**config.mk**
```make
export PLATFORM = sky130hd
export DESIGN_NAME = indent_aware_token_lexer_unit_flat
export DESIGN_NICKNAME = d
export VERILOG_FILES = /design/src/rtl/ital_pkg.sv /design/src/rtl/ital_in_if.sv /design/src/rtl/ital_out_if.sv /design/src/rtl/ital_core.sv /design/src/rtl/ital_res_fifo.sv /design/src/rtl/indent_aware_token_lexer_unit.sv /design/src/flat_wrapper.sv
export SDC_FILE = /design/constraint.sdc
export NUM_CORES = 1
export LEC_CHECK = 0
export BUFFER_PORTS_ARGS = -buffer_cell sky130_fd_sc_hd__buf_2
export CORE_ASPECT_RATIO = 0.75
export CORE_MARGIN = 2
export CORE_UTILIZATION = 38
export DETAILED_ROUTE_END_ITERATION = 8
export PLACE_DENSITY = 0.61
export SYNTH_ARGS = -nofsm -noshare
export SYNTH_HDL_FRONTEND = slang
export SYNTH_HIERARCHICAL = 1
export SYNTH_SLANG_ARGS = --single-unit
```
**constraint.sdc**
```tcl
create_clock -name clk_i -period 8 [get_ports clk_i]
set_input_delay 1.2 -clock clk_i [delete_from_list [all_inputs] [get_ports clk_i]]
set_output_delay 1.2 -clock clk_i [all_outputs]
set_load 0.01 [all_outputs]
```
**src/rtl/ital_pkg.sv**
```systemverilog
// Package for the indentation-aware token lexer: token codes, lexer modes,
// character classes and the result record shared by the core, queue and top.
// No dependencies.
package ital_pkg;

  // Default indent counter width and configuration reset value
  localparam int unsigned INDENT_BITS_DEF = 16;
  localparam logic [4:0]  TAB_WIDTH_RST   = 5'd4;

  // Result queue geometry
  localparam int unsigned RES_DEPTH = 8;
  localparam int unsigned RES_PTR_W = $clog2(RES_DEPTH);
  localparam int unsigned RES_CNT_W = RES_PTR_W + 1;

  // Token kinds
  localparam logic [3:0] KIND_INDENT   = 4'd0;
  localparam logic [3:0] KIND_COMMA    = 4'd1;
  localparam logic [3:0] KIND_ATOM     = 4'd2;
  localparam logic [3:0] KIND_RND_OPEN = 4'd3;
  localparam logic [3:0] KIND_RND_CLS  = 4'd4;
  localparam logic [3:0] KIND_SQR_OPEN = 4'd5;
  localparam logic [3:0] KIND_SQR_CLS  = 4'd6;
  localparam logic [3:0] KIND_BRC_OPEN = 4'd7;
  localparam logic [3:0] KIND_BRC_CLS  = 4'd8;
  localparam logic [3:0] KIND_STRING   = 4'd9;
  localparam logic [3:0] KIND_INTEGER  = 4'd10;

  // Error codes
  localparam logic [1:0] ERR_NONE    = 2'd0;
  localparam logic [1:0] ERR_UNKNOWN = 2'd1;
  localparam logic [1:0] ERR_UNTERM  = 2'd2;

  // Characters of interest
  localparam logic [7:0] CH_TAB    = 8'h09;
  localparam logic [7:0] CH_NL     = 8'h0A;
  localparam logic [7:0] CH_SPACE  = 8'h20;
  localparam logic [7:0] CH_BANG   = 8'h21;
  localparam logic [7:0] CH_QUOTE  = 8'h22;
  localparam logic [7:0] CH_HASH   = 8'h23;
  localparam logic [7:0] CH_AMP    = 8'h26;
  localparam logic [7:0] CH_LPAREN = 8'h28;
  localparam logic [7:0] CH_RPAREN = 8'h29;
  localparam logic [7:0] CH_STAR   = 8'h2A;
  localparam logic [7:0] CH_PLUS   = 8'h2B;
  localparam logic [7:0] CH_COMMA  = 8'h2C;
  localparam logic [7:0] CH_MINUS  = 8'h2D;
  localparam logic [7:0] CH_DOT    = 8'h2E;
  localparam logic [7:0] CH_ZERO   = 8'h30;
  localparam logic [7:0] CH_NINE   = 8'h39;
  localparam logic [7:0] CH_COLON  = 8'h3A;
  localparam logic [7:0] CH_EQUAL  = 8'h3D;
  localparam logic [7:0] CH_UPR_Z  = 8'h5A;
  localparam logic [7:0] CH_LBRACK = 8'h5B;
  localparam logic [7:0] CH_BSLASH = 8'h5C;
  localparam logic [7:0] CH_RBRACK = 8'h5D;
  localparam logic [7:0] CH_CARET  = 8'h5E;
  localparam logic [7:0] CH_LWR_Z  = 8'h7A;
  localparam logic [7:0] CH_LBRACE = 8'h7B;
  localparam logic [7:0] CH_RBRACE = 8'h7D;

  // Lexer modes
  typedef enum logic [2:0] {
    MODE_LSTART,
    MODE_LINE,
    MODE_ATOM,
    MODE_NUM,
    MODE_STR,
    MODE_ESC
  } mode_e;

  // One result item
  typedef struct packed {
    logic [3:0]  token_kind;
    logic [7:0]  text_byte;
    logic        has_text;
    logic        token_begin;
    logic        token_end;
    logic [15:0] indent_width;
    logic [1:0]  error_code;
    logic        last_of_run;
  } result_t;

  // Results written to the queue in one cycle
  typedef struct packed {
    logic [1:0] cnt;
    result_t    res0;
    result_t    res1;
  } push_t;

  // Decode of one byte in line mode
  typedef struct packed {
    logic    emit;
    result_t res;
    mode_e   mode;
    logic    to_lstart;
    logic    err;
  } line_t;

  function automatic logic is_digit(logic [7:0] c);
    return (c >= CH_ZERO) && (c <= CH_NINE);
  endfunction

  function automatic logic is_atom_char(logic [7:0] c);
    logic hit;
    hit = (c == CH_EQUAL) || (c == CH_COLON) || (c == CH_BANG) || (c == CH_MINUS) ||
          (c == CH_PLUS) || (c == CH_STAR) || (c == CH_DOT);
    hit = hit || ((c >= CH_HASH) && (c <= CH_AMP));
    hit = hit || ((c >= CH_ZERO) && (c <= CH_UPR_Z));
    hit = hit || ((c >= CH_CARET) && (c <= CH_LWR_Z));
    return hit;
  endfunction

  function automatic logic [3:0] open_kind(logic [7:0] c);
    logic [3:0] k;
    k = KIND_INDENT;
    if (c == CH_LPAREN) k = KIND_RND_OPEN;
    if (c == CH_LBRACK) k = KIND_SQR_OPEN;
    if (c == CH_LBRACE) k = KIND_BRC_OPEN;
    return k;
  endfunction

  function automatic logic [3:0] single_kind(logic [7:0] c);
    logic [3:0] k;
    unique case (c)
      CH_COMMA:  k = KIND_COMMA;
      CH_LPAREN: k = KIND_RND_OPEN;
      CH_RPAREN: k = KIND_RND_CLS;
      CH_LBRACK: k = KIND_SQR_OPEN;
      CH_RBRACK: k = KIND_SQR_CLS;
      CH_LBRACE: k = KIND_BRC_OPEN;
      CH_RBRACE: k = KIND_BRC_CLS;
      default:   k = KIND_INDENT;
    endcase
    return k;
  endfunction

  function automatic result_t mk_res(logic [3:0] kind, logic [7:0] text, logic has,
                                     logic beg, logic fin, logic [15:0] ind,
                                     logic [1:0] err);
    result_t r;
    r.token_kind   = kind;
    r.text_byte    = text;
    r.has_text     = has;
    r.token_begin  = beg;
    r.token_end    = fin;
    r.indent_width = ind;
    r.error_code   = err;
    r.last_of_run  = 1'b0;
    return r;
  endfunction

  // Lex one byte between tokens
  function automatic line_t lex_line(logic [7:0] c, logic eoc);
    line_t      l;
    logic [3:0] k;
    l      = '0;
    l.mode = MODE_LINE;
    k      = single_kind(c);
    if (eoc || (c == CH_NL)) begin
      l.to_lstart = 1'b1;
    end else if ((c == CH_SPACE) || (c == CH_TAB)) begin
      l.emit = 1'b0;
    end else if (k != KIND_INDENT) begin
      l.emit = 1'b1;
      l.res  = mk_res(k, 8'h00, 1'b0, 1'b1, 1'b1, 16'h0000, ERR_NONE);
    end else if (c == CH_QUOTE) begin
      l.emit = 1'b1;
      l.res  = mk_res(KIND_STRING, 8'h00, 1'b0, 1'b1, 1'b0, 16'h0000, ERR_NONE);
      l.mode = MODE_STR;
    end else if (is_digit(c)) begin
      l.emit = 1'b1;
      l.res  = mk_res(KIND_INTEGER, c, 1'b1, 1'b1, 1'b0, 16'h0000, ERR_NONE);
      l.mode = MODE_NUM;
    end else if (is_atom_char(c)) begin
      l.emit = 1'b1;
      l.res  = mk_res(KIND_ATOM, c, 1'b1, 1'b1, 1'b0, 16'h0000, ERR_NONE);
      l.mode = MODE_ATOM;
    end else begin
      l.emit      = 1'b1;
      l.res       = mk_res(KIND_INDENT, 8'h00, 1'b0, 1'b0, 1'b0, 16'h0000, ERR_UNKNOWN);
      l.err       = 1'b1;
      l.to_lstart = 1'b1;
    end
    return l;
  endfunction

endpackage

```
**src/rtl/ital_in_if.sv**
```systemverilog
// Input channel of the lexer: one source byte per transfer.
// Depends on nothing.
interface ital_in_if;
  logic       valid;
  logic       ready;
  logic [7:0] code_byte;
  logic       end_of_code;

  modport source(output valid, output code_byte, output end_of_code, input ready);
  modport sink(input valid, input code_byte, input end_of_code, output ready);
endinterface

```
**src/rtl/ital_out_if.sv**
```systemverilog
// Output channel of the lexer: one token result per transfer.
// Depends on nothing.
interface ital_out_if;
  logic        valid;
  logic        ready;
  logic [3:0]  token_kind;
  logic [7:0]  text_byte;
  logic        has_text;
  logic        token_begin;
  logic        token_end;
  logic [15:0] indent_width;
  logic [1:0]  error_code;
  logic        last_of_run;

  modport source(output valid, output token_kind, output text_byte, output has_text,
                 output token_begin, output token_end, output indent_width,
                 output error_code, output last_of_run, input ready);
  modport sink(input valid, input token_kind, input text_byte, input has_text,
               input token_begin, input token_end, input indent_width,
               input error_code, input last_of_run, output ready);
endinterface

```
**src/rtl/ital_core.sv**
```systemverilog
// Lexer state machine: mode, indent counter and sticky error, plus the
// decode of one registered byte into up to two results. Uses ital_pkg.
module ital_core #(
  parameter int unsigned INDENT_BITS = ital_pkg::INDENT_BITS_DEF
) (
  input  logic            clk_i,
  input  logic            rst_ni,
  input  logic            in_vld_i,
  input  logic [7:0]      code_byte_i,
  input  logic            end_of_code_i,
  input  logic [4:0]      tab_width_i,
  output ital_pkg::push_t push_o
);

  localparam int unsigned SUM_W = INDENT_BITS + 6;
  localparam int unsigned EXT_W = (INDENT_BITS > 16) ? INDENT_BITS : 16;

  ital_pkg::mode_e        mode_q, mode_d;
  logic [INDENT_BITS-1:0] ind_q, ind_d;
  logic                   err_q, err_d;

  ital_pkg::line_t        ln;
  logic                   blank;
  logic [SUM_W-1:0]       ind_sum;
  logic [SUM_W-1:0]       ind_cap;
  logic [INDENT_BITS-1:0] ind_sat;
  logic [EXT_W-1:0]       ind_ext;
  logic [15:0]            ind_out;
  logic [3:0]             close_kind;
  logic [3:0]             open_k;
  ital_pkg::push_t        push;

  // Byte classes used by the next-state and result blocks
  always_comb begin
    ln     = ital_pkg::lex_line(code_byte_i, end_of_code_i);
    blank  = (code_byte_i == ital_pkg::CH_SPACE) || (code_byte_i == ital_pkg::CH_TAB);
    open_k = ital_pkg::open_kind(code_byte_i);
    close_kind = (!end_of_code_i && (open_k != ital_pkg::KIND_INDENT)) ?
                 open_k : ital_pkg::KIND_ATOM;
  end

  // Saturating indent add and the 16-bit reported width
  always_comb begin
    ind_cap = (SUM_W'(1) << INDENT_BITS) - SUM_W'(1);
    ind_sum = SUM_W'(ind_q) +
              ((code_byte_i == ital_pkg::CH_SPACE) ? SUM_W'(1) : SUM_W'(tab_width_i));
    ind_sat = (ind_sum > ind_cap) ? '1 : ind_sum[INDENT_BITS-1:0];
    ind_ext = EXT_W'(ind_q);
    ind_out = (ind_ext > EXT_W'(16'hFFFF)) ? 16'hFFFF : ind_ext[15:0];
  end

  // Next state
  always_comb begin
    mode_d = mode_q;
    ind_d  = ind_q;
    err_d  = err_q;
    if (in_vld_i && !err_q) begin
      unique case (mode_q)
        ital_pkg::MODE_STR, ital_pkg::MODE_ESC: begin
          if (end_of_code_i) begin
            err_d  = 1'b1;
            mode_d = ital_pkg::MODE_LSTART;
            ind_d  = '0;
          end else if (mode_q == ital_pkg::MODE_ESC) begin
            mode_d = ital_pkg::MODE_STR;
          end else if (code_byte_i == ital_pkg::CH_QUOTE) begin
            mode_d = ital_pkg::MODE_LINE;
          end else if (code_byte_i == ital_pkg::CH_BSLASH) begin
            mode_d = ital_pkg::MODE_ESC;
          end
        end
        ital_pkg::MODE_ATOM, ital_pkg::MODE_NUM, ital_pkg::MODE_LSTART: begin
          if (mode_q == ital_pkg::MODE_ATOM && !end_of_code_i &&
              ital_pkg::is_atom_char(code_byte_i)) begin
            mode_d = mode_q;
          end else if (mode_q == ital_pkg::MODE_NUM && !end_of_code_i &&
                       ital_pkg::is_digit(code_byte_i)) begin
            mode_d = mode_q;
          end else if (mode_q == ital_pkg::MODE_LSTART && !end_of_code_i && blank) begin
            ind_d = ind_sat;
          end else begin
            mode_d = ln.to_lstart ? ital_pkg::MODE_LSTART : ln.mode;
            ind_d  = ln.to_lstart ? '0 : ind_q;
            err_d  = ln.err;
          end
        end
        default: begin
          mode_d = ln.to_lstart ? ital_pkg::MODE_LSTART : ln.mode;
          ind_d  = ln.to_lstart ? '0 : ind_q;
          err_d  = ln.err;
        end
      endcase
    end
  end

  // Results of this byte
  always_comb begin
    push = '0;
    if (in_vld_i && !err_q) begin
      unique case (mode_q)
        ital_pkg::MODE_STR, ital_pkg::MODE_ESC: begin
          push.cnt = 2'd1;
          if (end_of_code_i) begin
            push.res0 = ital_pkg::mk_res(ital_pkg::KIND_STRING, 8'h00, 1'b0, 1'b0, 1'b1,
                                         16'h0000, ital_pkg::ERR_UNTERM);
          end else if ((mode_q == ital_pkg::MODE_STR) &&
                       (code_byte_i == ital_pkg::CH_QUOTE)) begin
            push.res0 = ital_pkg::mk_res(ital_pkg::KIND_STRING, 8'h00, 1'b0, 1'b0, 1'b1,
                                         16'h0000, ital_pkg::ERR_NONE);
          end else begin
            push.res0 = ital_pkg::mk_res(ital_pkg::KIND_STRING, code_byte_i, 1'b1, 1'b0,
                                         1'b0, 16'h0000, ital_pkg::ERR_NONE);
          end
        end
        ital_pkg::MODE_ATOM: begin
          if (!end_of_code_i && ital_pkg::is_atom_char(code_byte_i)) begin
            push.cnt  = 2'd1;
            push.res0 = ital_pkg::mk_res(ital_pkg::KIND_ATOM, code_byte_i, 1'b1, 1'b0, 1'b0,
                                         16'h0000, ital_pkg::ERR_NONE);
          end else begin
            push.cnt  = ln.emit ? 2'd2 : 2'd1;
            push.res0 = ital_pkg::mk_res(close_kind, 8'h00, 1'b0, 1'b0, 1'b1,
                                         16'h0000, ital_pkg::ERR_NONE);
            push.res1 = ln.res;
          end
        end
        ital_pkg::MODE_NUM: begin
          if (!end_of_code_i && ital_pkg::is_digit(code_byte_i)) begin
            push.cnt  = 2'd1;
            push.res0 = ital_pkg::mk_res(ital_pkg::KIND_INTEGER, code_byte_i, 1'b1, 1'b0,
                                         1'b0, 16'h0000, ital_pkg::ERR_NONE);
          end else begin
            push.cnt  = ln.emit ? 2'd2 : 2'd1;
            push.res0 = ital_pkg::mk_res(ital_pkg::KIND_INTEGER, 8'h00, 1'b0, 1'b0, 1'b1,
                                         16'h0000, ital_pkg::ERR_NONE);
            push.res1 = ln.res;
          end
        end
        ital_pkg::MODE_LSTART: begin
          if (end_of_code_i || !blank) begin
            push.cnt  = ln.emit ? 2'd2 : 2'd1;
            push.res0 = ital_pkg::mk_res(ital_pkg::KIND_INDENT, 8'h00, 1'b0, 1'b1, 1'b1,
                                         ind_out, ital_pkg::ERR_NONE);
            push.res1 = ln.res;
          end
        end
        default: begin
          push.cnt  = ln.emit ? 2'd1 : 2'd0;
          push.res0 = ln.res;
        end
      endcase
      // mark the final result of this byte
      push.res0.last_of_run = (push.cnt == 2'd1);
      push.res1.last_of_run = (push.cnt == 2'd2);
    end
  end

  assign push_o = push;

  // State registers
  always_ff @(posedge clk_i or negedge rst_ni) begin
    if (!rst_ni) begin
      mode_q <= ital_pkg::MODE_LSTART;
      ind_q  <= '0;
      err_q  <= 1'b0;
    end else begin
      mode_q <= mode_d;
      ind_q  <= ind_d;
      err_q  <= err_d;
    end
  end

  // Sticky error silences the lexer
  assert property (@(posedge clk_i) disable iff (!rst_ni) err_q |-> (push.cnt == 2'd0))
    else $error("result produced after sticky error");

  // Inside a string each byte yields exactly one result
  assert property (@(posedge clk_i) disable iff (!rst_ni)
    (in_vld_i && !err_q && (mode_q == ital_pkg::MODE_STR || mode_q == ital_pkg::MODE_ESC))
    |-> (push.cnt == 2'd1))
    else $error("string byte did not yield one result");

  // Indent counter only grows at line start
  assert property (@(posedge clk_i) disable iff (!rst_ni)
    (mode_q != ital_pkg::MODE_LSTART) |=> (ind_q == $past(ind_q)) || (ind_q == '0))
    else $error("indent counter changed outside line start");

endmodule

```
**src/rtl/ital_res_fifo.sv**
```systemverilog
// Result queue: takes up to two results per cycle, gives one per transfer.
// Uses ital_pkg.
module ital_res_fifo (
  input  logic                              clk_i,
  input  logic                              rst_ni,
  input  ital_pkg::push_t                   push_i,
  input  logic                              pop_i,
  output ital_pkg::result_t                 head_o,
  output logic                              valid_o,
  output logic [ital_pkg::RES_CNT_W-1:0]    count_o
);

  localparam int unsigned PTR_W = ital_pkg::RES_PTR_W;
  localparam int unsigned CNT_W = ital_pkg::RES_CNT_W;

  ital_pkg::result_t mem_q [ital_pkg::RES_DEPTH];
  logic [PTR_W-1:0]  wr_q, wr_d;
  logic [PTR_W-1:0]  rd_q, rd_d;
  logic [CNT_W-1:0]  cnt_q, cnt_d;

  // Pointer and fill count update
  always_comb begin
    wr_d  = wr_q + PTR_W'(push_i.cnt);
    rd_d  = rd_q + PTR_W'(pop_i);
    cnt_d = cnt_q + CNT_W'(push_i.cnt) - CNT_W'(pop_i);
  end

  always_ff @(posedge clk_i or negedge rst_ni) begin
    if (!rst_ni) begin
      wr_q  <= '0;
      rd_q  <= '0;
      cnt_q <= '0;
    end else begin
      wr_q  <= wr_d;
      rd_q  <= rd_d;
      cnt_q <= cnt_d;
    end
  end

  // Storage writes
  always_ff @(posedge clk_i) begin
    if (push_i.cnt != 2'd0) begin
      mem_q[wr_q] <= push_i.res0;
    end
    if (push_i.cnt == 2'd2) begin
      mem_q[wr_q + PTR_W'(1)] <= push_i.res1;
    end
  end

  assign head_o  = mem_q[rd_q];
  assign valid_o = (cnt_q != '0);
  assign count_o = cnt_q;

  // Never overfill
  assert property (@(posedge clk_i) disable iff (!rst_ni)
    (CNT_W'(push_i.cnt) + cnt_q) <= CNT_W'(ital_pkg::RES_DEPTH))
    else $error("result queue overflow");

  // Never pop from empty
  assert property (@(posedge clk_i) disable iff (!rst_ni) pop_i |-> (cnt_q != '0))
    else $error("result queue underflow");

endmodule

```
**src/rtl/indent_aware_token_lexer_unit.sv**
```systemverilog
// Indentation-aware token lexer, top level: input register, tab width
// register, lexer core and result queue. Uses ital_pkg, ital_in_if,
// ital_out_if, ital_core and ital_res_fifo.
//
// The lexer takes one source byte per clock while input ready is high and
// streams token results one per transfer, via the input register and the
// result queue. Most bytes give one result or none; a byte that ends an atom
// or number, or the first non-blank byte of a line, can give two, and the
// output port, moving one result per cycle, then sets the rate. The
// eight-entry result queue decouples the sides: input ready stays high while
// it has room for the results of the byte in flight and the next one.
// tab_width is written through cfg_we_i/cfg_wdata_i only while the block is
// idle, a rule for the user that the block does not enforce; it resets to 4.
module indent_aware_token_lexer_unit #(
  parameter int unsigned INDENT_BITS = ital_pkg::INDENT_BITS_DEF
) (
  input  logic              clk_i,
  input  logic              rst_ni,
  input  logic              cfg_we_i,
  input  logic [4:0]        cfg_wdata_i,
  ital_in_if.sink           in_i,
  ital_out_if.source        out_o
);

  localparam int unsigned CNT_W = ital_pkg::RES_CNT_W;
  localparam int unsigned SUM_W = CNT_W + 1;

  logic              in_vld_q;
  logic [7:0]        byte_q;
  logic              eoc_q;
  logic [4:0]        tab_width_q;
  logic              in_xfer;
  logic              pop;
  ital_pkg::push_t   push;
  ital_pkg::result_t head;
  logic              head_vld;
  logic [CNT_W-1:0]  fill;
  logic [SUM_W-1:0]  need;

  // Room for the byte in the input register and one more byte
  assign need       = SUM_W'(fill) + (in_vld_q ? SUM_W'(2) : SUM_W'(0)) + SUM_W'(2);
  assign in_i.ready = (need <= SUM_W'(ital_pkg::RES_DEPTH));
  assign in_xfer    = in_i.valid && in_i.ready;

  // Input register
  always_ff @(posedge clk_i or negedge rst_ni) begin
    if (!rst_ni) begin
      in_vld_q <= 1'b0;
    end else begin
      in_vld_q <= in_xfer;
    end
  end

  always_ff @(posedge clk_i) begin
    if (in_xfer) begin
      byte_q <= in_i.code_byte;
      eoc_q  <= in_i.end_of_code;
    end
  end

  // Tab width register
  always_ff @(posedge clk_i or negedge rst_ni) begin
    if (!rst_ni) begin
      tab_width_q <= ital_pkg::TAB_WIDTH_RST;
    end else if (cfg_we_i) begin
      tab_width_q <= cfg_wdata_i;
    end
  end

  ital_core #(
    .INDENT_BITS(INDENT_BITS)
  ) u_core (
    .clk_i        (clk_i),
    .rst_ni       (rst_ni),
    .in_vld_i     (in_vld_q),
    .code_byte_i  (byte_q),
    .end_of_code_i(eoc_q),
    .tab_width_i  (tab_width_q),
    .push_o       (push)
  );

  ital_res_fifo u_fifo (
    .clk_i  (clk_i),
    .rst_ni (rst_ni),
    .push_i (push),
    .pop_i  (pop),
    .head_o (head),
    .valid_o(head_vld),
    .count_o(fill)
  );

  // Output channel
  assign pop                = out_o.valid && out_o.ready;
  assign out_o.valid        = head_vld;
  assign out_o.token_kind   = head.token_kind;
  assign out_o.text_byte    = head.text_byte;
  assign out_o.has_text     = head.has_text;
  assign out_o.token_begin  = head.token_begin;
  assign out_o.token_end    = head.token_end;
  assign out_o.indent_width = head.indent_width;
  assign out_o.error_code   = head.error_code;
  assign out_o.last_of_run  = head.last_of_run;

endmodule
```
**src/flat_wrapper.sv**
```systemverilog
// flat-port wrapper written by rule: the top's interface ports become plain ports
module indent_aware_token_lexer_unit_flat 
#(
  parameter int unsigned INDENT_BITS = ital_pkg::INDENT_BITS_DEF
)
  (clk_i, rst_ni, cfg_we_i, cfg_wdata_i, in_i_valid, in_i_code_byte, in_i_end_of_code, in_i_ready, out_o_valid, out_o_token_kind, out_o_text_byte, out_o_has_text, out_o_token_begin, out_o_token_end, out_o_indent_width, out_o_error_code, out_o_last_of_run, out_o_ready);
  ital_in_if in_i_i ();
  ital_out_if out_o_i ();
  input  logic clk_i;
  input  logic rst_ni;
  input  logic cfg_we_i;
  input  logic [4:0] cfg_wdata_i;
  input wire logic [$bits(in_i_i.valid)-1:0] in_i_valid;
  input wire logic [$bits(in_i_i.code_byte)-1:0] in_i_code_byte;
  input wire logic [$bits(in_i_i.end_of_code)-1:0] in_i_end_of_code;
  output wire logic [$bits(in_i_i.ready)-1:0] in_i_ready;
  output wire logic [$bits(out_o_i.valid)-1:0] out_o_valid;
  output wire logic [$bits(out_o_i.token_kind)-1:0] out_o_token_kind;
  output wire logic [$bits(out_o_i.text_byte)-1:0] out_o_text_byte;
  output wire logic [$bits(out_o_i.has_text)-1:0] out_o_has_text;
  output wire logic [$bits(out_o_i.token_begin)-1:0] out_o_token_begin;
  output wire logic [$bits(out_o_i.token_end)-1:0] out_o_token_end;
  output wire logic [$bits(out_o_i.indent_width)-1:0] out_o_indent_width;
  output wire logic [$bits(out_o_i.error_code)-1:0] out_o_error_code;
  output wire logic [$bits(out_o_i.last_of_run)-1:0] out_o_last_of_run;
  input wire logic [$bits(out_o_i.ready)-1:0] out_o_ready;
  assign in_i_i.valid = in_i_valid;
  assign in_i_i.code_byte = in_i_code_byte;
  assign in_i_i.end_of_code = in_i_end_of_code;
  assign in_i_ready = in_i_i.ready;
  assign out_o_valid = out_o_i.valid;
  assign out_o_token_kind = out_o_i.token_kind;
  assign out_o_text_byte = out_o_i.text_byte;
  assign out_o_has_text = out_o_i.has_text;
  assign out_o_token_begin = out_o_i.token_begin;
  assign out_o_token_end = out_o_i.token_end;
  assign out_o_indent_width = out_o_i.indent_width;
  assign out_o_error_code = out_o_i.error_code;
  assign out_o_last_of_run = out_o_i.last_of_run;
  assign out_o_i.ready = out_o_ready;
  indent_aware_token_lexer_unit #(.INDENT_BITS(INDENT_BITS)) u_core (.clk_i(clk_i), .rst_ni(rst_ni), .cfg_we_i(cfg_we_i), .cfg_wdata_i(cfg_wdata_i), .in_i(in_i_i), .out_o(out_o_i));
endmodule
```
# ---- After elaboration in Yosys (flattened, before gate mapping)
# Memories as Yosys holds them, arrays and structs flattened.
# Index checks and enable logic that the tools add are counted.
dict set report totals {
  ff_bits 45
  ramBits 272
  mem_count 1
}
dict set report op_classes {
  n_addsub 8
  order_cmp 10
  n_eq_ne 31
  muxes 63
  n_reduce_logical 42
}
# memory words width rd rd_ports_with_merged_regs wr line_no
set memory_table {}
lappend memory_table {u_core.u_fifo.mem_q 8 34 1 0 2 ital_res_fifo.sv:16} ;# ital_pkg::result_t mem_q [ital_pkg::RES_DEPTH];
# operator n
set op_table {}
lappend op_table {{38-bit 2-to-1 mux} 4}
lappend op_table {{36-bit one-hot mux with 4 select lines} 1}
lappend op_table {{70-bit 2-to-1 mux} 2}
lappend op_table {{16-bit 2-to-1 mux} 7}
lappend op_table {{36-bit 2-to-1 mux} 3}
lappend op_table {{34-bit one-hot mux with 3 select lines} 1}
lappend op_table {{8-bit by 6-bit == test with 1-bit output, second input constant} 12}
lappend op_table {{37-bit 2-to-1 mux} 2}
lappend op_table {{34-bit 2-to-1 mux} 2}
lappend op_table {{30-bit 2-to-1 mux} 2}
lappend op_table {{8-bit by 7-bit == test with 1-bit output, second input constant} 5}
lappend op_table {{39-bit 2-to-1 mux} 1}
lappend op_table {{35-bit 2-to-1 mux} 1}
lappend op_table {{32-bit 2-to-1 mux} 1}
lappend op_table {{16-bit one-hot mux with 2 select lines} 1}
lappend op_table {{4-bit one-hot mux with 7 select lines} 1}
lappend op_table {{3-bit 2-to-1 mux} 8}
lappend op_table {{16-bit by 5-bit adder with 17-bit output} 1}
lappend op_table {{17-bit by 16-bit > comparator with 1-bit output, second input constant} 1}
lappend op_table {{1-bit logical AND} 17}
lappend op_table {{8-bit by 4-bit == test with 1-bit output, second input constant} 2}
lappend op_table {{8-bit by 6-bit >= comparator with 1-bit output, second input constant} 2}
lappend op_table {{16-bit > comparator, second input constant} 1}
lappend op_table {{8-bit by 6-bit less-or-equal comparator with 1-bit output, second input constant} 2}
lappend op_table {{32 further kinds} 74}

# ---- Depth between registers and ports, before layout
# Gate-level depths: netlist of run 1.
dict set report logic_depth {
  ltp_word 28
  depth_mapped 16
  mapped_depth_nobuf 14
}

# ---- By module
# The synthesis of run 1 kept the hierarchy.
# module n_inst cells_per_inst area_per_inst_um2 seq_area_each_um2
set by_module_without_submodules {}
lappend by_module_without_submodules {ital_res_fifo 1 759 14241.2 8418.1}
lappend by_module_without_submodules {ital_core 1 393 2741.4 500.5}
lappend by_module_without_submodules {indent_aware_token_lexer_unit 1 36 603.1 421.7}

# ---- Least setup slack after synthesis of run 1
# No wires, ideal clock.
dict set report synth_path {
  kind {register to register}
  start {reg u_core.byte_q[4]}
  end {mem u_core/u_fifo/mem_q[1][0] (netlist name), enable pin}
  setup_time_ns 0.477
  arrival_ns 5.016
  t_required_ns 7.523
  setup_slack_ns 2.507
  stages_incl_launch_ff 11
  period_less_slack_ns 5.493
  cell_sequence {edfxtp_1 > clkbuf_1 > o2111ai_1 > o21ai_0 > a211oi_1 > nor4_2 > nor2_1 > a2111o_1 > inv_1 > o21ai_0 > o31ai_1}
}
# item line_no
set synth_lines {}
lappend synth_lines {{from (decl)} indent_aware_token_lexer_unit.sv:29} ;# logic [7:0] byte_q;
lappend synth_lines {{from (signal assigned)} indent_aware_token_lexer_unit.sv:56} ;# byte_q <= in_i.code_byte;
lappend synth_lines {{to (decl)} ital_res_fifo.sv:16}

==> impl_metrics.ini, run 1 <==
[run_status]
status = complete, no violations

[cts]
root_buffer = clkbuf_16
cts.clk_slew.worst_paths_ns = 0.06
holdBufCountCts = 0
tritoncts = yes
clk_path_buf_depth = 3
numClockSinks = 317
clk_latency_ns = 0.53
numCtsBuffers = 34
htree_num_levels = 2
postCtsResizedCells = 0
post_cts_buffers = 0

[job]
drv_cap = 0

[floorplan]
io_pins = 55
num_rows = 68
die_x_um = 252
initial_core_util = 0.383
fp.dieArea_um2 = 48000
die_h_um = 190
core_area_um2 = 45900

[min_path]
holdPathEnd = u_core/u_core/err_q
min_from = u_core/u_core/err_q
hold_depth = 1
hp-class = flip-flop to flip-flop

[sta]
setup_viol = 0
rsz0062_at_grt = no
finalCritPeriodShare = 0.661
max_freq_mhz = 189
tns_ns = 0
max_slew_margin = 0.127
drv_slew = 0
worst_pin_slew_ns = 1.30
hold_viol = 0
whs_ns = 0.493
fin_skew_ns = 0.0155
final.min_clock_period_ns = 5.28

[setup_path]
worstPathRequired_ns = 8.20
crit_path_cell_trace = or4_4 -> a211o_1 -> o21bai_1 -> nor2_1 -> o41a_1 -> and4bb_2 -> nand2_2 -> o21ai_4 -> buf_4
slowest_delay_ns = 0.67
startpoint = u_core/byte_q[2]
worst_path_max_delay_cell = o21ai_4
crit_type = flip-flop to flip-flop
timing.rr.start = u_core/byte_q[2]
r2r_cells = 9
start_kind = flip-flop
arrival_ns = 5.48
cp_max_fo = 35
endpoint_kind = flip-flop
rr_endpoint = u_core/u_fifo/mem_q[3][30]
reg2reg_slack_ns = 2.72

[detailed_routing]
first_pass_iters = 5
wl_um = 44800
vias_per_cell = 5.70
drc = 0
detail-route-antenna-nets = 0
drt-initial-drc-count = 968
vias = 10500
wire_per_inst_um = 24.3

[logic_synthesis]
async_flop_share = 0.114
synth-edff-count = 281
synth.cell_area_um2 = 17600
syn_area_per_cell_um2 = 14.8
synth.distinct_cells = 81
synth_cells = 1188
ys_ff_latch = 317
ys_seq_area_frac = 0.531
ys.warnings.count = 6
synth_flop_cell = edfxtp_1

[final_layout]
layout.cells.most_common = mux2_2
fill_cells = 4137
layout.area.seq_um2 = 9350
synthToLayoutAreaGrowth_pct = 10.5
insertedDiodeCount = 0
final_nets = 1267
drive_gt1_frac = 0.430
mostFrequentLayoutCells = mux2_2, edfxtp_1, mux4_2, buf_2, clkbuf_16
multi_input_area_um2 = 7720

[placement]
dp_hpwl_um = 28100
port_buffers = 54
routabilityCongestion = 0.861

[pwr]
p_leak_nw = 7.20
powerDensity_nw_per_um2 = 271
max-vdd-ir-drop_v = 0.000162

[grt]
antenna_found_initial = 0
grt_usage = 0.190
grt-ovfl-total = 0
grt_max_degree = 59
grt_first_pass_wirelength_um = 68900
grt_pass1_vias = 10600
logic make-up after synthesis:
family          after synthesis  synth area share
compound gates              130            0.0508
xor+xnor                      8           0.00612
fa+ha+maj                    23            0.0175
buf+inv                     125            0.0401
flops                       317             0.531
mux                         381             0.288
other cells                   1          0.000213
simple gates                203            0.0657
critical path: cells and delay by family, from the launching register on:
kind	cells	cell delay [ns]
AOI/OAI and AO/OA	4	2.11
buffers and inverters	1	0.45
DFF	1	0.63
and+or+nand+nor	4	1.74
sequential cells by signal, summed over array words and instances, names as in the netlist:
name and flops:
u_core/u_core/mode_q 3, u_core/tab_width_q 5, u_core/u_fifo/rd_q 3, u_core/u_core/err_q 1, u_core/u_fifo/mem_q 272, u_core/u_fifo/count_o 4
u_core/u_core/ind_ext 16, u_core/in_vld_q 1, u_core/u_fifo/wr_q 3, u_core/eoc_q 1, u_core/byte_q 8
cell type report:
cell class              instances  share of cell area
flip-flops and latches        317               0.481
multi-input cells             763               0.397
clock buffers                  36              0.0453
well taps                     595              0.0383
repair buffers                 77              0.0228
clock inverters                23             0.00908
inverters                      33             0.00637
Yosys cell counts, types with 4 or more instances:
| cell | instances | share of area |
|---|---|---|
| mux2_2 | 304 | 0.19 |
| edfxtp_1 | 281 | 0.48 |
| mux4_2 | 68 | 0.087 |
| dfrtp_1 | 35 | 0.050 |
| inv_1 | 33 | 0.0070 |
| nand2_1 | 33 | 0.0070 |
| nor2_1 | 32 | 0.0068 |
| o21ai_0 | 32 | 0.0091 |
| and2_1 | 30 | 0.011 |
| buf_4 | 30 | 0.013 |
| clkbuf_1 | 30 | 0.0064 |
| a21oi_1 | 26 | 0.0074 |
| nand3_1 | 23 | 0.0065 |
| ha_1 | 19 | 0.014 |
| nor2b_1 | 16 | 0.0057 |
| buf_2 | 15 | 0.0043 |
| buf_6 | 14 | 0.0090 |
| nand2b_1 | 11 | 0.0039 |
| nor3_1 | 10 | 0.0028 |
| o211ai_1 | 8 | 0.0034 |
| a21o_1 | 7 | 0.0030 |
| a31oi_1 | 7 | 0.0025 |
| and3_1 | 7 | 0.0025 |
| nand2_2 | 6 | 0.0021 |
| nor4_1 | 6 | 0.0021 |
| a211oi_1 | 5 | 0.0021 |
| a2bb2oi_1 | 5 | 0.0025 |
| mux2_4 | 5 | 0.0043 |
| o21bai_1 | 5 | 0.0021 |
| o21a_1 | 4 | 0.0017 |
| or3_1 | 4 | 0.0014 |
| xor2_1 | 4 | 0.0020 |
routing by layer:
layer	part of all wire	GRT usage
met1	0.51	0.304
met2	0.42	0.264
met3	0.070	0.0390
met4	0.0084	0.0287
met5	0	0
worst max path at each step:
stage	to	cells past startpoint	slack, ns
4_1_cts	u_core/u_fifo/mem_q[3][24]	9	2.72
3_3_place_gp	u_core/u_fifo/mem_q[3][24]	9	2.86
6_report	u_core/u_fifo/mem_q[3][30]	9	2.72
2_1_floorplan	u_core/u_fifo/mem_q[1][0]	10	2.51
5_1_grt	u_core/u_fifo/mem_q[3][30]	9	2.34
3_5_place_dp	u_core/u_fifo/mem_q[3][28]	9	2.73
power breakdown:
| part | switching, W | leakage, nW | total, W | internal, W |
|---|---|---|---|---|
| clock | 0.000668 | 0.520 | 0.00153 | 0.000865 |
| sequential | 0.000197 | 3.09 | 0.00210 | 0.00190 |
| combinational | 0.000878 | 3.60 | 0.00164 | 0.000764 |
metrics by stage:
stage	cell area [µm²]	cells	total power (W)	utilization	worst slack (ns)
after floorplan	17600	1205	0.00325	-	2.51
after global placement	18400	1785	0.00378	0.401	2.86
after detailed placement	18400	1785	0.00379	0.401	2.73
after CTS	19400	1844	0.00534	0.424	2.72
after global routing	19400	1844	0.00554	0.424	2.34
final	19400	1844	0.00527	0.424	2.72
No activity file was read; power rests on OpenSTA's default activity.
==> inputs of run 2 (changes only) <==
--- a/config.mk
+++ b/config.mk
@@ -5,12 +5,13 @@
 export SDC_FILE = /design/constraint.sdc
 export NUM_CORES = 1
 export LEC_CHECK = 0
+export ABC_AREA = 1
 export BUFFER_PORTS_ARGS = -buffer_cell sky130_fd_sc_hd__buf_2
 export CORE_ASPECT_RATIO = 0.75
 export CORE_MARGIN = 2
 export CORE_UTILIZATION = 38
 export DETAILED_ROUTE_END_ITERATION = 8
-export PLACE_DENSITY = 0.61
+export PLACE_DENSITY = 0.63
 export SYNTH_ARGS = -nofsm -noshare
 export SYNTH_HDL_FRONTEND = slang
 export SYNTH_HIERARCHICAL = 1
==> constraint.sdc (replaced) <==
create_clock -name clk_i -period 4.6 [get_ports clk_i]
set_input_delay 0.69 -clock clk_i [delete_from_list [all_inputs] [get_ports clk_i]]
set_output_delay 0.69 -clock clk_i [all_outputs]
set_load 0.01 [all_outputs]
==> run 2 against run 1 <==
Effect of this change:
- final cell count rose by 90%
- fmax grew 37%
- routed wire length grew 50%
- via count increased by 81%
- synthesized cell count up 140%
- worst hold slack worse by 0.23 ns
- count of clock-buffer cells in the layout grew 7
- first-iteration DRC count rose by 140%
- die area rose by 18%
- sequential share of layout area decreased by 6.4 points
==> impl_metrics.ini, run 2 <==
[setup_path]
cp_max_fo = 96
crit_type = flip-flop to flip-flop
arrival_ns = 4.25
endpoint_kind = flip-flop
worstPathRequired_ns = 5.01
start_kind = flip-flop

[placement]
routabilityCongestion = 0.953
port_buffers = 54
pre_cts_ws_ns = 0.853
dp_hpwl_um = 38900

[grt]
grt_pass1_vias = 17900
grt_max_degree = 138
grt-ovfl-total = 0
grt_first_pass_wirelength_um = 104000
antenna_found_initial = 0
grt_usage = 0.237

[floorplan]
core_area_um2 = 54300
io_pins = 55
fp.dieArea_um2 = 56700
die_x_um = 274
num_rows = 74
initial_core_util = 0.383
die_h_um = 207

[cts]
clk_path_buf_depth = 3
numCtsBuffers = 36
post_cts_buffers = 0
numClockSinks = 317
root_buffer = clkbuf_16
cts.clk_slew.worst_paths_ns = 0.06
tritoncts = yes
htree_num_levels = 2
clk_latency_ns = 0.55
holdBufCountCts = 0
postCtsResizedCells = 0

[sta]
max_slew_margin = 0.178
setup_viol = 0
whs_ns = 0.265
final.min_clock_period_ns = 3.85
hold_viol = 0
max_freq_mhz = 260
layout_setup_ws_ns = 0.753
worst_pin_slew_ns = 1.23
drv_slew = 0
finalCritPeriodShare = 0.836
fin_skew_ns = 0.0178
rsz0062_at_grt = no

[logic_synthesis]
synth_flop_cell = edfxtp_1
synthTopCellsByArea = edfxtp_1, nand2_1, nand4_1
synth_most_common_cell = nand2_1
synth_top_area_frac = 0.406
synthSimpleGateAreaFrac = 0.379
synth-edff-count = 281
ys.warnings.count = 6
synth.top_cells.by_count = nand2_1, inv_1, nand4_1, edfxtp_1, nand3_1
synth_xor_area_frac = 0.00631
yosys.area_share.adder = 0.0143
synth_compound_area_frac = 0.0180
synth.mux.area_fraction = 0.00271
synth_cells = 2873
synth_top_cell_by_area = edfxtp_1
synth.cell_area_um2 = 20800
async_flop_share = 0.114
ys_seq_area_frac = 0.449
synth.distinct_cells = 41
synth_top_family_by_area = simple AND/OR/NAND/NOR gates
ys_ff_latch = 317
syn_area_per_cell_um2 = 7.24

[detailed_routing]
first_pass_iters = 5
wl_um = 67200
drt-initial-drc-count = 2294
drc = 0
wire_per_inst_um = 19.2
vias = 19000
detail-route-antenna-nets = 0
vias_per_cell = 5.43

[pwr]
powerDensity_nw_per_um2 = 552
power_switching_w = 0.00609
p_int_w = 0.00629
pwr-share-comb = 0.493
p_leak_nw = 10.9
pwr-share-seq = 0.288
max-vdd-ir-drop_v = 0.000445
switching_share = 0.492
clkPwrFrac = 0.219

[final_layout]
synthToLayoutAreaGrowth_pct = 7.82
drive_gt1_frac = 0.0766
regMostFlops = u_core/u_fifo/mem_q
final_nets = 2798
layout.cells.most_common = nand2_1
insertedDiodeCount = 0
largest_reg_flops = 272
mostFrequentLayoutCells = nand2_1, inv_1, nand4_1, edfxtp_1, nand3_1

[job]
drv_cap = 0

[min_path]
hp-class = primary input to asynchronous set/reset pin

[run_status]
status = complete, no violations
==> run 2: layout make-up <==
type	count	area, µm²
inverter	382	1440
multi-input combinational	1921	8940
clock buffer	43	937
sequential	317	9350
timing repair buffer	99	733
fill	5506	31800
tap	722	903
clock inverter	20	133
==> run 2: cells by family (layout without fill, tap and decap cells) <==
group	after synthesis	count (layout)
other cells	1	18
compound gates	65	65
simple gates	1796	1796
xor+xnor	15	15
buf+inv	652	544
fa+ha+maj	22	22
flops	317	317
mux	5	5
==> run 2: per-stage QoR <==
step,total power [W],util,cell area [µm²],TNS [ns],cells
after floorplan,0.00769,-,20900,-69.38,2890
after global placement,0.00955,0.394,21400,0,3441
after detailed placement,0.00961,0.394,21400,0,3441
after CTS,0.0123,0.413,22400,0,3504
after global routing,0.0131,0.413,22400,0,3504
final,0.0124,0.413,22400,0,3504
==> run 2: worst max-delay path, stage by stage, from the launching register on <==
cell	delay (ns)
edfxtp_1	0.45
inv_1	0.08
nand2_1	0.16
nor3_1	0.11
a21oi_2	0.35
nand2_1	0.20
o21ai_0	0.18
nand2_1	0.06
a21oi_1	0.17
a31oi_1	0.18
inv_1	0.11
nand2_1	0.13
nor2_4	0.23
buf_4	0.94
nand4_1	0.19
nand2_1	0.13
==> run 2: power groups by stage <==
stage | logic [W] | clock network, W | registers [W]
floorplan | 0.00411 | 0 | 0.00358
global placement | 0.00593 | 0 | 0.00361
detailed placement | 0.00599 | 0 | 0.00362
CTS | 0.00600 | 0.00276 | 0.00356
global route | 0.00665 | 0.00287 | 0.00359
finish | 0.00610 | 0.00272 | 0.00356
==> run 2: worst paths after layout <==
kind | startpoint | end | slack [ns] | cells past startpoint
worst min register to register | u_core/u_core/err_q | u_core/u_core/err_q | 0.45 | 2
min in group clk_i | in_i_end_of_code | u_core/eoc_q | 0.33 | 1
max in group asynchronous | rst_ni | u_core/u_fifo/rd_q[0] | 3.69 | 1
worst min-delay path | rst_ni | u_core/u_core/ind_ext[4] | 0.27 | 1
worst max register to register | u_core/byte_q[6] | u_core/u_fifo/mem_q[0][22] | 0.75 | 15
worst max-delay path | u_core/byte_q[6] | u_core/u_fifo/mem_q[0][22] | 0.75 | 15
==> run 2: layer usage <==
| metal | share of wire | GRT usage |
|---|---|---|
| met2 | 0.44 | 0.377 |
| met5 | 0 | 0 |
| met3 | 0.10 | 0.0363 |
| met1 | 0.43 | 0.339 |
| met4 | 0.022 | 0.0608 |
==> inputs of run 3 (changes only) <==
==> constraint.sdc (replaced) <==
create_clock -name clk_i -period 3.35 [get_ports clk_i]
set_input_delay 0.5025 -clock clk_i [delete_from_list [all_inputs] [get_ports clk_i]]
set_output_delay 0.5025 -clock clk_i [all_outputs]
set_load 0.01 [all_outputs]
==> run 3 against run 2 <==
Effect of this change:
- final cell count up 2.1%
- via count up 0.59%
- routed wire length is 0.40% lower
- critical path depth is 3 higher
- design area grew 3.9%
- global-route usage fell by 0.12 points
- largest power group unchanged
- die area unchanged
- count of clock-buffer cells in the layout is 3 lower
- non-clock buffer count is 74 higher
- highest routed layer is now met5
- register-to-register slack worse by 0.62 ns
==> impl_metrics.ini, run 3 (synthesis results as in run 2) <==
[run_status]
status = complete, no violations

[pwr]
power_switching_w = 0.00846
max-vdd-ir-drop_v = 0.00108
p_int_w = 0.00912
pwr-share-seq = 0.280
powerDensity_nw_per_um2 = 754
report.power.total_w = 0.0176
clkPwrFrac = 0.226
switching_share = 0.481
p_leak_nw = 11.3
pwr-share-comb = 0.494

[cts]
clk_path_buf_depth = 3
tritoncts = yes
numClockSinks = 317
clk_latency_ns = 0.54
cts.clk_slew.worst_paths_ns = 0.06
holdBufCountCts = 0
numCtsBuffers = 36
htree_num_levels = 2
root_buffer = clkbuf_16

[floorplan]
num_rows = 74
core_area_um2 = 54300
die_h_um = 207
initial_core_util = 0.383
io_pins = 55
fp.dieArea_um2 = 56700
die_x_um = 274

[final_layout]
final_nets = 2872
synthToLayoutAreaGrowth_pct = 12.0
layout.cells.non_filler = 3578
insertedDiodeCount = 0
largest_reg_flops = 272
regMostFlops = u_core/u_fifo/mem_q
drive_gt1_frac = 0.106
layout.cells.most_common = nand2_1
mostFrequentLayoutCells = nand2_1, inv_1, nand4_1, edfxtp_1, nand3_1

[grt]
grt_usage = 0.236
grt-ovfl-total = 0
antenna_found_initial = 1
grt_max_degree = 141
grt_pass1_vias = 18200
grt_first_pass_wirelength_um = 104000

[min_path]
hp-class = primary input to asynchronous set/reset pin

[sta]
max_slew_margin = 0.0877
drv_slew = 0
layout_setup_ws_ns = 0.128
final.min_clock_period_ns = 3.22
finalCritPeriodShare = 0.962
tns_ns = 0
fin_skew_ns = 0.0158
worst_pin_slew_ns = 1.36
max_freq_mhz = 310
rsz0062_at_grt = yes
hold_viol = 0
setup_viol = 0

[detailed_routing]
wl_um = 66900
first_pass_iters = 6
vias_per_cell = 5.35
drt-initial-drc-count = 1893
vias = 19100
wire_per_inst_um = 18.7
detail-route-antenna-nets = 0
drc = 0

[placement]
dp_hpwl_um = 40900
routabilityCongestion = 0.965
port_buffers = 54
dp_cells = 3499
pre_cts_ws_ns = -0.0568

[setup_path]
arrival_ns = 3.46
worstPathRequired_ns = 3.59
cp_max_fo = 11
start_kind = flip-flop
reg2reg_slack_ns = 0.13
crit_type = flip-flop to flip-flop
endpoint_kind = flip-flop

[job]
drv_cap = 0
run 3: layer usage:
layer	GRT usage	share of wire	up-vias	routed length [µm]
met1	0.328	0.43	8885	28500
met4	0.0703	0.027	2	1780
li1	-	-	9130	-
met3	0.0477	0.10	129	7000
met5	0	0.00019	-	13
met2	0.373	0.44	1001	29600
run 3: cell type report:
type / count / area (µm²)
clock buffers: 40 / 916
clock inverters: 23 / 225
fillers: 5454 / 31000
inverters: 382 / 1440
multi-input cells: 1921 / 8970
flip-flops and latches: 317 / 9350
well taps: 722 / 903
repair buffers: 173 / 1500
run 3: path summary, 6_finish.rpt:
path / to / depth (start not counted) / start
hold / removal: u_core/u_core/ind_ext[9] / 1 / rst_ni
max in group asynchronous: u_core/u_fifo/rd_q[0] / 1 / rst_ni
setup reg to reg: u_core/u_fifo/mem_q[5][10] / 18 / u_core/byte_q[6]
min in group clk_i: u_core/byte_q[4] / 1 / in_i_code_byte[4]
hold reg to reg: u_core/u_core/err_q / 2 / u_core/u_core/err_q
setup / recovery: u_core/u_fifo/mem_q[5][10] / 18 / u_core/byte_q[6]
run 3: power groups by stage:
stage / Clock, W / Sequential, W / Combinational (W)
2_1_floorplan: 0 / 0.00490 / 0.00565
3_3_place_gp: 0 / 0.00499 / 0.00835
3_5_place_dp: 0 / 0.00501 / 0.00844
4_1_cts: 0.00403 / 0.00492 / 0.00848
5_1_grt: 0.00418 / 0.00495 / 0.00948
6_report: 0.00398 / 0.00492 / 0.00868
run 3: repair_timing:
| item | 4_1_cts | 5_1_grt |
|---|---|---|
| buffers inserted | 1 | 13 |
| setup endpoints to repair | 8 | 519 |
| pin swaps | 0 | 7 |
| resized for setup | 0 | 22 |
| endpoints found under the hold margin | 0 | 0 |
| gates cloned | 0 | 2 |
run 3: worst max-delay path, cell delays in order, from the launching register on:
cell and delay (ns):
edfxtp_1 0.46, buf_4 0.18, nand2_1 0.09, inv_1 0.05, nand2_1 0.15, o21ai_0 0.12, nand2_1 0.09, nand2_2 0.09
nor2_4 0.13, inv_1 0.09, o21ai_1 0.17, a31oi_1 0.14, inv_1 0.10, nand2_1 0.14, nor2_4 0.28, nand3_2 0.19
o21ai_4 0.11, buf_12 0.15, buf_12 0.15
run 3: metrics by stage:
stage	utilization	instance area, µm²	hold slack (ns)
after CTS	0.425	23100	0.0998
after detailed placement	0.404	21900	0.448
after global placement	0.404	21900	0.438
final	0.429	23300	0.0656
after floorplan	-	20900	0.207
after global routing	0.429	23300	0.125
